===== src/rtl/core/mptct_pkg.sv =====
// ----------------------------------------------------------------------------
// mptct_pkg
// Shared types and fixed constants for the mouse packet to cell tracker.
// ----------------------------------------------------------------------------
package mptct_pkg;

	// Width of a received byte and of the motion fields it carries
	localparam int unsigned BYTE_W = 8;

	// Width of the reported cell coordinates
	localparam int unsigned OUT_W = 16;

	// Bit of the first packet byte that is always set by the mouse
	localparam int unsigned SYNC_BIT = 3;

	// Cursor position after reset
	localparam int COL_RESET = 40;
	localparam int ROW_RESET = 12;

	// Position of the next byte within its three-byte packet
	typedef enum logic [2:0] {
		POS_HEADER = 3'b001,
		POS_X      = 3'b010,
		POS_Y      = 3'b100
	} pos_t;

endpackage


===== src/rtl/core/mouse_packet_to_cell_tracker_core.sv =====
// ----------------------------------------------------------------------------
// mouse_packet_to_cell_tracker_core
// Frames mouse bytes into three-byte packets and tracks a cursor in cells.
// ----------------------------------------------------------------------------
// Path: a Y byte waits in the input register, then its result is registered.
// Throughput: one byte per cycle; a Y byte waits in the input register only
//   while the previous result is still held under out_stall.
// Reset: arst_n clears packet framing, residuals and the result valid, and
//   puts the cursor at column 40, row 12. The stored X byte is not reset.
// ----------------------------------------------------------------------------
module mouse_packet_to_cell_tracker_core #(
	parameter int COUNTS_PER_CELL_LOG2 = 3,
	parameter int CELL_WIDTH           = 16
) (
	input  logic                                    clk,
	input  logic                                    arst_n,

	input  logic                                    in_valid,
	output logic                                    in_stall,
	input  logic [mptct_pkg::BYTE_W-1:0]            rx_byte,

	output logic                                    out_valid,
	input  logic                                    out_stall,
	output logic signed [mptct_pkg::OUT_W-1:0]      cell_col,
	output logic signed [mptct_pkg::OUT_W-1:0]      cell_row
);

	// Residual keeps |r| < 2^K, so K+1 signed bits hold it
	localparam int RES_W = COUNTS_PER_CELL_LOG2 + 1;
	// residual + motion stays within -135..+134 at K = 3, ten signed bits leave margin
	localparam int SUM_W = 10;
	// Coordinate accumulator: wide enough for the cell range, the output and a carry
	localparam int ACC_W = ((CELL_WIDTH > int'(mptct_pkg::OUT_W)) ?
		CELL_WIDTH : int'(mptct_pkg::OUT_W)) + 1;

	localparam logic signed [SUM_W-1:0] ROUND_BIAS =
		SUM_W'((64'sd1 <<< COUNTS_PER_CELL_LOG2) - 64'sd1);
	localparam logic signed [ACC_W-1:0] CELL_MAX =
		ACC_W'((64'sd1 <<< (CELL_WIDTH - 1)) - 64'sd1);
	localparam logic signed [ACC_W-1:0] CELL_MIN = -CELL_MAX - ACC_W'(1);

	// ------------------------------------------------------------------
	// Input register
	// ------------------------------------------------------------------
	logic                          valid_s1;
	logic [mptct_pkg::BYTE_W-1:0]  rx_byte_s1;
	logic                          in_fire;
	logic                          s1_advance;
	logic                          s1_result;

	// ------------------------------------------------------------------
	// Tracker state
	// ------------------------------------------------------------------
	mptct_pkg::pos_t               pos_q;
	logic [mptct_pkg::BYTE_W-1:0]  motion_x_q;
	logic signed [RES_W-1:0]       residual_x_q;
	logic signed [RES_W-1:0]       residual_y_q;
	logic signed [CELL_WIDTH-1:0]  col_q;
	logic signed [CELL_WIDTH-1:0]  row_q;

	// Result register
	logic                                  out_valid_q;
	logic signed [mptct_pkg::OUT_W-1:0]    cell_col_q;
	logic signed [mptct_pkg::OUT_W-1:0]    cell_row_q;

	// Handshake: a byte that makes no result always drains; a Y byte waits
	// only while a previous result is still held under stall.
	assign s1_result  = valid_s1 && (pos_q == mptct_pkg::POS_Y);
	assign s1_advance = valid_s1 && (!s1_result || !out_valid_q || !out_stall);
	assign in_stall   = valid_s1 && !s1_advance;
	assign in_fire    = in_valid && !in_stall;

	always_ff @(posedge clk or negedge arst_n) begin
		if (!arst_n) begin
			valid_s1 <= 1'b0;
		end else if (in_fire) begin
			valid_s1 <= 1'b1;
		end else if (s1_advance) begin
			valid_s1 <= 1'b0;
		end
	end

	always_ff @(posedge clk) begin
		if (in_fire) begin
			rx_byte_s1 <= rx_byte;
		end
	end

	// ------------------------------------------------------------------
	// Motion arithmetic: add residual, truncate toward zero by 2^K
	// ------------------------------------------------------------------
	logic signed [SUM_W-1:0]  sum_x, sum_y;
	logic signed [SUM_W-1:0]  biased_x, biased_y;
	logic signed [SUM_W-1:0]  quot_x, quot_y;
	logic signed [SUM_W-1:0]  rem_x, rem_y;
	logic signed [ACC_W-1:0]  acc_col, acc_row;
	logic signed [ACC_W-1:0]  sat_col, sat_row;

	assign sum_x = SUM_W'(residual_x_q) + SUM_W'(signed'(motion_x_q));
	assign sum_y = SUM_W'(residual_y_q) + SUM_W'(signed'(rx_byte_s1));

	// Negative sums get a bias of 2^K-1 so the arithmetic shift truncates toward zero
	assign biased_x = sum_x + (sum_x[SUM_W-1] ? ROUND_BIAS : '0);
	assign biased_y = sum_y + (sum_y[SUM_W-1] ? ROUND_BIAS : '0);
	assign quot_x   = biased_x >>> COUNTS_PER_CELL_LOG2;
	assign quot_y   = biased_y >>> COUNTS_PER_CELL_LOG2;
	assign rem_x    = sum_x - (quot_x <<< COUNTS_PER_CELL_LOG2);
	assign rem_y    = sum_y - (quot_y <<< COUNTS_PER_CELL_LOG2);

	// Move the cursor and clamp to the signed cell range
	assign acc_col = ACC_W'(col_q) + ACC_W'(quot_x);
	assign acc_row = ACC_W'(row_q) + ACC_W'(quot_y);

	always_comb begin
		if (acc_col > CELL_MAX) begin
			sat_col = CELL_MAX;
		end else if (acc_col < CELL_MIN) begin
			sat_col = CELL_MIN;
		end else begin
			sat_col = acc_col;
		end
		if (acc_row > CELL_MAX) begin
			sat_row = CELL_MAX;
		end else if (acc_row < CELL_MIN) begin
			sat_row = CELL_MIN;
		end else begin
			sat_row = acc_row;
		end
	end

	// ------------------------------------------------------------------
	// Packet framing and state update
	// ------------------------------------------------------------------
	always_ff @(posedge clk or negedge arst_n) begin
		if (!arst_n) begin
			pos_q        <= mptct_pkg::POS_HEADER;
			residual_x_q <= '0;
			residual_y_q <= '0;
			col_q        <= CELL_WIDTH'(mptct_pkg::COL_RESET);
			row_q        <= CELL_WIDTH'(mptct_pkg::ROW_RESET);
		end else if (s1_advance) begin
			unique case (pos_q)
				mptct_pkg::POS_HEADER: begin
					// Drop bytes without the sync bit to regain alignment
					if (rx_byte_s1[mptct_pkg::SYNC_BIT]) begin
						pos_q <= mptct_pkg::POS_X;
					end
				end
				mptct_pkg::POS_X: begin
					pos_q <= mptct_pkg::POS_Y;
				end
				mptct_pkg::POS_Y: begin
					pos_q        <= mptct_pkg::POS_HEADER;
					residual_x_q <= rem_x[RES_W-1:0];
					residual_y_q <= rem_y[RES_W-1:0];
					col_q        <= sat_col[CELL_WIDTH-1:0];
					row_q        <= sat_row[CELL_WIDTH-1:0];
				end
				default: begin
					pos_q <= mptct_pkg::POS_HEADER;
				end
			endcase
		end
	end

	always_ff @(posedge clk) begin
		if (s1_advance && (pos_q == mptct_pkg::POS_X)) begin
			motion_x_q <= rx_byte_s1;
		end
	end

	// ------------------------------------------------------------------
	// Result register: hold under stall, load on each finished packet
	// ------------------------------------------------------------------
	always_ff @(posedge clk or negedge arst_n) begin
		if (!arst_n) begin
			out_valid_q <= 1'b0;
		end else if (s1_advance && s1_result) begin
			out_valid_q <= 1'b1;
		end else if (!out_stall) begin
			out_valid_q <= 1'b0;
		end
	end

	always_ff @(posedge clk) begin
		if (s1_advance && s1_result) begin
			cell_col_q <= sat_col[mptct_pkg::OUT_W-1:0];
			cell_row_q <= sat_row[mptct_pkg::OUT_W-1:0];
		end
	end

	assign out_valid = out_valid_q;
	assign cell_col  = cell_col_q;
	assign cell_row  = cell_row_q;

	// ------------------------------------------------------------------
	// Assertions
	// ------------------------------------------------------------------
	a_pos_onehot: assert property (@(posedge clk) disable iff (!arst_n)
		$onehot(pos_q))
		else $error("packet position is not one-hot");

	a_stall_needs_item: assert property (@(posedge clk) disable iff (!arst_n)
		in_stall |-> (valid_s1 && s1_result && out_valid_q && out_stall))
		else $error("input stalled without a blocked result");

	a_result_after_y: assert property (@(posedge clk) disable iff (!arst_n)
		(s1_advance && s1_result) |=> out_valid_q)
		else $error("finished packet produced no result");

	a_pos_holds: assert property (@(posedge clk) disable iff (!arst_n)
		!s1_advance |=> $stable(pos_q))
		else $error("packet position moved without a byte");

	a_resync_drop: assert property (@(posedge clk) disable iff (!arst_n)
		(s1_advance && (pos_q == mptct_pkg::POS_HEADER) &&
			!rx_byte_s1[mptct_pkg::SYNC_BIT]) |=> (pos_q == mptct_pkg::POS_HEADER))
		else $error("unsynced header byte advanced framing");

endmodule

===== config.mk =====
export PLATFORM = sky130hd
export DESIGN_NAME = mouse_packet_to_cell_tracker_core
export DESIGN_NICKNAME = d
export VERILOG_FILES = /design/src/rtl/core/mptct_pkg.sv /design/src/rtl/core/mouse_packet_to_cell_tracker_core.sv
export SDC_FILE = /design/constraint.sdc
export NUM_CORES = 1
export LEC_CHECK = 0
export BUFFER_PORTS_ARGS = -buffer_cell sky130_fd_sc_hd__buf_2
export CAP_MARGIN = 20
export CORE_MARGIN = 1.5
export CORE_UTILIZATION = 55
export DETAILED_ROUTE_END_ITERATION = 8
export GPL_ROUTABILITY_DRIVEN = 0
export GPL_TIMING_DRIVEN = 0
export PLACE_DENSITY = 0.82
export SLEW_MARGIN = 30
export SYNTH_ARGS = -nofsm -noshare
export SYNTH_HDL_FRONTEND = slang
export SYNTH_SLANG_ARGS = --single-unit
export TNS_END_PERCENT = 100

===== constraint.sdc =====
create_clock -name clk -period 5.4 [get_ports clk]
set_input_delay 1.08 -clock clk [delete_from_list [all_inputs] [get_ports clk]]
set_output_delay 1.08 -clock clk [all_outputs]
set_load 0.05 [all_outputs]

==> results of run 1 <==
==> path summary, 6_finish.rpt <==
path,from,to,slack (ns),cells past startpoint
worst min register to register,rx_byte_s1[4],motion_x_q[4],0.48,0
worst max register to register,rx_byte_s1[0],row_q[12],0.08,23
worst min-delay path,rx_byte_s1[4],motion_x_q[4],0.48,0
max in group asynchronous,arst_n,row_q[6],4.27,1
worst max-delay path,rx_byte_s1[0],row_q[12],0.08,23
min in group asynchronous,arst_n,col_q[4],0.71,1
==> Yosys cell counts, drive strengths merged, types with 12 or more instances <==
library cell / count
nand3: 17
o21a: 12
a31oi: 13
edfxtp: 48
inv: 27
o21ai: 39
dfrtp: 40
nor2: 54
a21o: 20
nand2: 59
xnor2: 26
a21oi: 44
ha: 51
==> final cells by class <==
type                       instances  area (um2)  area share, %
sequential                        93        2574          36.98
multi-input combinational        475        3457          49.67
clock inverter                     7       65.06         0.9347
inverter                          27       101.3          1.456
clock buffer                       9       123.9          1.780
timing repair buffer              60       357.8          5.141
buffer                            18       106.4          1.528
tap                              140       175.2          2.517
==> registers in the layout, indices dropped and copies added (netlist names) <==
signal        flops
cell_col         16
valid_s1          1
rx_byte_s1        8
out_valid         1
residual_x_q      4
pos_q             3
row_q            16
cell_row         16
motion_x_q        8
col_q            16
residual_y_q      4
==> routing by layer <==
metal / global-route usage, % / vias up / part of all wire, %
met2: 40.91 / 142 / 50
met5: 0 / - / 0
met4: 10.15 / 0 / 2.5
met1: 29.23 / 2437 / 43
li1: - / 2390 / -
met3: 3.918 / 36 / 4.5
==> cells by family after synthesis <==
kind of cell               share of synthesized area (%)
xor gates and xnor gates                           5.186
buffers and inverters                              3.293
DFF                                                42.33
and+or+nand+nor                                    15.58
AOI/OAI and AO/OA                                  19.70
adders and majority gates                          11.81
muxes                                              2.099
==> critical path, cell delays in order (launching register included) <==
cell and delay [ns]:
edfxtp_1 0.41, ha_2 0.20, inv_1 0.08, fa_2 0.23, nor2b_2 0.06, o31a_1 0.34
o41a_1 0.43, nand2_2 0.09, ha_1 0.12, o21ai_0 0.07, a21o_1 0.22, a21boi_4 0.20
nand4_1 0.22, and2_4 0.28, ha_4 0.22, buf_6 0.13, and3_4 0.17, and2_0 0.16
a221o_1 0.33, or3_4 0.44, a21boi_4 0.30, buf_6 0.18, a21oi_2 0.05, mux2_4 0.26
==> per-stage QoR <==
stage / area [um2] / setup slack (ns) / util (%) / hold slack (ns)
after floorplan: 6080 / 0.3965 / - / 0.4334
after global placement: 6480 / -0.4343 / 60.04 / 0.4466
after detailed placement: 6513 / -0.2753 / 60.34 / 0.4557
after CTS: 6735 / 0.01569 / 62.40 / 0.4808
after global routing: 6960 / -0.1718 / 64.49 / 0.4851
final: 6960 / 0.07728 / 64.49 / 0.4816
==> timing repair <==
item	in CTS	in global routing
hold endpoints to repair	0	0
buffers inserted	2	11
cloned	0	2
endpoints found under the setup margin	30	52
resized for setup	5	25
pin swaps	1	12
==> out/results.tsv, run 1 <==
metric	value	unit
die area	11690	um2
ys async rst share	48.39	%
GR Overflow Total	0	
Iter 0 DRT Violations	286	
synth top area cells	edfxtp_1 24%, dfrtp_1 16%, ha_1 10%	
ANT nets after route	0	
FP Rows	38	
class of the worst hold path	reg2reg	
most common cell after layout, fill and taps aside	nand2_1	
final wirelength	13640	um
post-DR vias/cell	6.037	
Mean Syn Cell Area	9.934	um2
number of global-route vias before repair	4824	
area leader, netlist	edfxtp_1	
Worst Setup End Kind	flip-flop	
Post-CTS Hold Buffers	0	
fillers	810	
Tmin final	5.323	ns
Post-synth EDFFs	48	
Inst Count DP	798	
ant diodes	0	
transition time of the tightest slew-check pin	0.6986	ns
Max-cap violations	0	
I/O pin count	46	
final cell count without fillers	829	
Tot GR Track Use	23.66	%
crit path DAT	5.59	ns
Synth Cell Area	6080	um2
via count	5005	
hpwl dp	9572	um
Mapped Cells	612	
Worst-Skew Late Latency	0.38	ns
CTS tree	done	
clk slew on worst S/H paths	0.10	ns
Detailed Routing Iterations Pass 1	5	
Worst setup SP type	flip-flop	
period utilization	98.57	%
register area share after synthesis	42.33	%
setup TNS	0	ns
Worst Path Required	5.67	ns
die width	108.1	um
#FFs+latches synth	93	
WL/cell	16.45	um
initial core utilization	56.33	%
Slew HR	53.43	%
first-pass GRT wire length	21800	um
largest net degree at the start of global routing	46	
root buffer cell	clkbuf_8	
nets	751	
clk sink count	93	
synth unique cells	70	
DRC	0	
I/O Buffers	45	
Final Max Tran Viols	0	
clk_skew	0.01011	ns
most frequent cells in the layout	58 x nand2_1, 53 x nor2_1, 49 x buf_2	
final setup vio count	0	
Die Y-Extent	108.1	um
top_reg_cell synth	edfxtp_1	
number of antenna violations at the first check in global routing	0	
YS warnings	0	
Area growth, synth to finish	14.49	%
top cell type's share of synthesized area	23.71	%
clk buf depth	2	
Syn Nets	679	
outcome	complete, no violations	
Crit Path Max Fanout	10	
Max Freq	0.1879	GHz
share of cells above drive strength 1	19.74	%
CTS Buf Count	9	
H-Tree Depth	3	
CP Class	reg2reg	
Core Box Area	10790	um2
Final Hold Fails	0	
Power of run 1 is left out: the tool's default activity adds up to more than one toggle a clock period on the data nets, which glitch-free logic cannot reach.
==> run 2, diff against run 1 <==
--- a/config.mk
+++ b/config.mk
@@ -15,2 +15,3 @@
 export PLACE_DENSITY = 0.82
+export RECOVER_POWER = 50
 export SLEW_MARGIN = 30
==> constraint.sdc (replaced) <==
create_clock -name clk -period 5.4 [get_ports clk]
set_input_delay 0.27 -clock clk [delete_from_list [all_inputs] [get_ports clk]]
set_output_delay 0.27 -clock clk [all_outputs]
set_load 0.05 [all_outputs]
==> out/results.tsv, run 2 (same netlist as run 1, synthesis figures left out) <==
metric	value	unit	change
nets	752		was 751
Finished Cell Area	6920	um2	was 6960 um2
CP cell instances	ha_2, inv_1, fa_2, nor2b_2, o31a_1, o41a_1, nand2_2, ha_1, o21ai_0, a21o_1, a21boi_4, nand4_1, and2_4, ha_4, buf_6, and3_4, and2_0, a221o_1, or3_4, a21boi_4, buf_6, a21oi_2, mux2_4		unchanged
worst reg2reg path startpoint	rx_byte_s1[0]		unchanged
period utilization	98.71	%	was 98.57%
Die Y-Extent	108.1	um	unchanged
CP bufs+invs	3		unchanged
I/O Buffers	45		unchanged
most common cell after layout, fill and taps aside	nand2_1		unchanged
CP Class	reg2reg		unchanged
Final Max Tran Viols	46		was 0
Worst Setup End Kind	flip-flop		unchanged
Worst Path Required	5.67	ns	about the same
largest net degree at the start of global routing	46		unchanged
failing checks	capacitance limit, slew limit		
ANT nets after route	0		unchanged
Tot GR Track Use	23.66	%	unchanged
Worst-Skew Late Latency	0.38	ns	about the same
number of global-route vias before repair	4824		unchanged
hpwl dp	9572	um	unchanged
Worst setup SP type	flip-flop		unchanged
outcome	finished, violations left		was complete, no violations
GR Overflow Total	0		unchanged
number of antenna violations at the first check in global routing	0		unchanged
I/O pin count	46		unchanged
initial core utilization	56.33	%	unchanged
clk_skew	0.009398	ns	was 0.01011 ns
WL/cell	16.44	um	was 16.45 um
Area growth, synth to finish	13.83	%	was 14.49%
Worst path top cell family by delay	compound AO/OA/AOI/OAI gates		unchanged
transition time of the tightest slew-check pin	2.610	ns	was 0.6986 ns
Hold Crit Start	rx_byte[2]		was rx_byte_s1[4]
CTS Buf Count	9		unchanged
post-DR vias/cell	6.027		was 6.037
FP Rows	38		unchanged
die area	11690	um2	unchanged
Slew HR	-73.99	%	was 53.43%
root buffer cell	clkbuf_8		unchanged
final setup vio count	0		unchanged
Area after DPL	6513	um2	unchanged
most frequent cells in the layout	58 x nand2_1, 53 x nor2_1, 48 x edfxtp_1		was 58 x nand2_1, 53 x nor2_1, 49 x buf_2
first-pass GRT wire length	21800	um	unchanged
CP startpoint	rx_byte_s1[0]		unchanged
clk buf depth	2		unchanged
Max-cap violations	1		was 0
Inst Count DP	798		unchanged
class of the worst hold path	in2reg		was reg2reg
Place WS	-0.2753	ns	unchanged
Iter 0 DRT Violations	296		was 286
share of cells above drive strength 1	14.49	%	was 19.74%
Final Hold Fails	0		unchanged
crit path DAT	5.60	ns	was 5.59 ns
clk slew on worst S/H paths	0.10	ns	about the same
Crit Path Max Fanout	10		unchanged
Core Box Area	10790	um2	unchanged
Detailed Routing Iterations Pass 1	5		unchanged
clk sink count	93		unchanged
ant diodes	0		unchanged
max incr delay on CP	0.44	ns	about the same
Max Freq	0.1876	GHz	was 0.1879 GHz
final wirelength	13640	um	about the same
DRC	0		unchanged
die width	108.1	um	unchanged
H-Tree Depth	3		unchanged
Tmin final	5.330	ns	was 5.323 ns
via count	5002		was 5005
setup ws final	0.06955	ns	was 0.07728 ns
CTS tree	done		unchanged
Crit-path slowest cell	or3_4		unchanged
final cell count without fillers	830		was 829
==> run 2: cell count changes in the layout (fill, tap and decap cells not counted), sizes merged <==
| cell | before | now |
|---|---|---|
| clkbuf | 17 | 51 |
| dlygate4sd3 | 0 | 1 |
| buf | 70 | 36 |
==> run 2: final timing paths <==
check	endpoint	slack, ns	cells after the start
worst max-delay path	row_q[8]	0.07	23
worst min-delay path	rx_byte_s1[2]	0.06	1
worst max register to register	row_q[8]	0.07	23
worst min register to register	motion_x_q[4]	0.48	0
max in group asynchronous	row_q[6]	2.68	2
min in group asynchronous	col_q[4]	1.24	2
==> run 2: what timing repair did <==
item,CTS,global route
hold buffers,1,0
hold endpoints to repair,40,0
buffers inserted,2,11
pin swaps,1,12
resized for setup,5,25
gates cloned,0,2
endpoints found under the setup margin,30,52
==> run 2: routing by layer <==
layer / vias to the layer above / GRT usage [%] / part of all wire [%]
met5: - / 0 / 0
met4: 0 / 10.15 / 2.7
met3: 36 / 3.918 / 4.5
met2: 149 / 40.91 / 50
met1: 2424 / 29.23 / 43
li1: 2393 / - / -
==> run 2: area by class of cell <==
class | count | area [um2]
Timing Repair Buffer | 61 | 322.8
Clock inverter | 7 | 65.06
Tap cell | 140 | 175.2
Fill cell | 824 | 3872
Buffer | 18 | 106.4
Sequential cell | 93 | 2574
Clock buffer | 9 | 123.9
Inverter | 27 | 101.3
Multi-Input combinational cell | 475 | 3452
==> run 2: per-stage QoR <==
| stage | utilization [%] | TNS [ns] | hold WS [ns] |
|---|---|---|---|
| 2_1_floorplan | - | 0 | -0.02559 |
| 6_report | 64.12 | 0 | 0.05678 |
| 5_1_grt | 64.12 | -2.827 | 0.03597 |
| 4_1_cts | 62.50 | 0 | 0.04359 |
| 3_3_place_gp | 60.04 | -9.491 | 0.4466 |
| 3_5_place_dp | 60.34 | -4.317 | 0.3383 |
==> run 2: worst register-to-register path: cells and delay by family, from the launching register on <==
kind            cells  cell delay, ns
buf+inv             3            0.39
simple gates        7            1.44
flops               1            0.41
compound gates      8            1.94
mux                 1            0.26
fa+ha+maj           4            0.78
Power of run 2 is left out for the same reason.
==> run 3, diff against run 2 <==
CTS_BUF_LIST = sky130_fd_sc_hd__clkbuf_16   (was unset)
==> out/results.tsv, run 3 (same netlist as run 1, synthesis figures left out) <==
metric	value	unit	change
ANT nets after route	0		unchanged
worst reg2reg path startpoint	rx_byte_s1[0]		unchanged
Hold Slack	0.08369	ns	was 0.05678 ns
clk buf depth	2		unchanged
initial core utilization	56.33	%	unchanged
crit path DAT	5.55	ns	was 5.60 ns
reg2reg setup slack	0.09	ns	was 0.07 ns
I/O Buffers	45		unchanged
DRC	0		unchanged
CP cell instances	ha_2, inv_1, fa_2, nor2b_2, o31a_1, o41a_1, nand2_2, ha_1, o21ai_1, a21o_1, a21boi_4, nand4_1, and2_4, ha_1, buf_6, and3_4, and2_0, a221o_1, or3_4, a21boi_4, buf_6, a21oi_2, mux2_4		was ha_2, inv_1, fa_2, nor2b_2, o31a_1, o41a_1, nand2_2, ha_1, o21ai_0, a21o_1, a21boi_4, nand4_1, and2_4, ha_4, buf_6, and3_4, and2_0, a221o_1, or3_4, a21boi_4, buf_6, a21oi_2, mux2_4
Crit Path Max Fanout	10		unchanged
final wirelength	13560	um	was 13640 um
transition time of the tightest slew-check pin	2.597	ns	was 2.610 ns
clk sink count	93		unchanged
number of global-route vias before repair	4834		was 4824
Tmin final	5.307	ns	was 5.330 ns
largest net degree at the start of global routing	46		unchanged
CP startpoint	rx_byte_s1[0]		unchanged
final setup vio count	0		unchanged
max incr delay on CP	0.44	ns	about the same
most common cell after layout, fill and taps aside	nand2_1		unchanged
post-DR vias/cell	5.996		was 6.027
GR Overflow Total	0		unchanged
Max Freq	0.1884	GHz	was 0.1876 GHz
WL/cell	16.40	um	was 16.44 um
clk slew on worst S/H paths	0.07	ns	was 0.10 ns
CTS Buf Count	9		unchanged
first-pass GRT wire length	21870	um	was 21800 um
via count	4959		was 5002
CTS tree	done		unchanged
ant diodes	0		unchanged
I/O pin count	46		unchanged
number of antenna violations at the first check in global routing	0		unchanged
outcome	finished, violations left		unchanged
Slew HR	-73.16	%	was -73.99%
Area growth, synth to finish	14.14	%	was 13.83%
period utilization	98.28	%	was 98.71%
Multi-input gate area	3396	um2	was 3452 um2
Worst Path Required	5.64	ns	was 5.67 ns
post-layout util	64.29	%	was 64.12%
Worst-Skew Late Latency	0.35	ns	was 0.38 ns
FP Rows	38		unchanged
Iter 0 DRT Violations	296		unchanged
hpwl dp	9572	um	unchanged
Detailed Routing Iterations Pass 1	5		unchanged
Max-cap violations	1		unchanged
Worst Reg2Reg Path Length in Cells	23		unchanged
Reg area	2574	um2	unchanged
Worst Setup End Kind	flip-flop		unchanged
failing checks	capacitance limit, slew limit		unchanged
most frequent cells in the layout	58 x nand2_1, 53 x nor2_1, 48 x ha_1, 48 x edfxtp_1, 42 x clkbuf_1		was 58 x nand2_1, 53 x nor2_1, 48 x edfxtp_1
Final Max Tran Viols	46		unchanged
worst r2r dst	row_q[8]		unchanged
Area after DPL	6513	um2	unchanged
Finished Cell Area	6939	um2	was 6920 um2
Setup crit end	row_q[8]		unchanged
Final Hold Fails	0		unchanged
Crit-path slowest cell	or3_4		unchanged
CP Class	reg2reg		unchanged
Tot GR Track Use	23.74	%	was 23.66%
share of cells above drive strength 1	13.39	%	was 14.49%
Worst setup SP type	flip-flop		unchanged
H-Tree Depth	3		unchanged
Die Y-Extent	108.1	um	unchanged
Core Box Area	10790	um2	unchanged
fillers	816		was 824
class of the worst hold path	in2reg		unchanged
die area	11690	um2	unchanged
nets	749		was 752
die width	108.1	um	unchanged
root buffer cell	clkbuf_16		was clkbuf_8
clk_skew	0.004884	ns	was 0.009398 ns
[run 3: final cells by class]
class | instances | share of cell area (%)
clock buffers | 9 | 3.246
plain buffers | 18 | 1.479
multi-input cells | 475 | 48.94
flip-flops and latches | 93 | 37.09
well taps | 140 | 2.524
clock inverters | 7 | 0.9376
inverters | 27 | 1.461
repair buffers | 58 | 4.327
[run 3: worst min path at each step]
stage / startpoint / end / slack [ns] / depth (start not counted)
3_5_place_dp: arst_n / col_q[2] / 0.34 / 1
5_1_grt: rx_byte[2] / rx_byte_s1[2] / 0.08 / 1
4_1_cts: rx_byte[6] / rx_byte_s1[6] / 0.08 / 1
3_3_place_gp: rx_byte_s1[0] / motion_x_q[0] / 0.45 / 0
2_1_floorplan: arst_n / col_q[0] / -0.03 / 0
6_report: rx_byte[2] / rx_byte_s1[2] / 0.08 / 1
[run 3: routing by layer]
metal  routed length [um]  up-vias  share of wire [%]  GRT usage (%)
met5                    0        -                  0              0
met4                  333        0                2.5          11.18
met3                  599       31                4.4          3.134
met2                 6725      154                 50          41.27
met1                 5900     2392                 44          29.23
li1                     -     2382                  -              -
[run 3: what timing repair did]
item / in CTS / in global routing
setup endpoints to repair: 30 / 51
gates resized for setup: 5 / 16
hold endpoints to repair: 40 / 0
pin swaps: 1 / 11
hold buffers: 1 / 0
setup buffers: 2 / 8
cloned: 0 / 2
[run 3: through the flow]
step / setup slack (ns) / instances / TNS, ns
detailed placement: -0.2753 / 798 / -4.317
global placement: -0.4343 / 797 / -9.491
global route: -0.1403 / 827 / -2.143
CTS: 0.01633 / 817 / 0
floorplan: 0.3965 / 612 / 0
finish: 0.09300 / 827 / 0
[run 3: worst max-delay path, delay by kind of cell (launching register included)]
family	cells	cell delay (ns)
muxes	1	0.26
DFF	1	0.42
AOI/OAI and AO/OA	8	1.86
and+or+nand+nor	7	1.41
adders and majority gates	4	0.85
buffers and inverters	3	0.39
Power of run 3 is left out for the same reason.
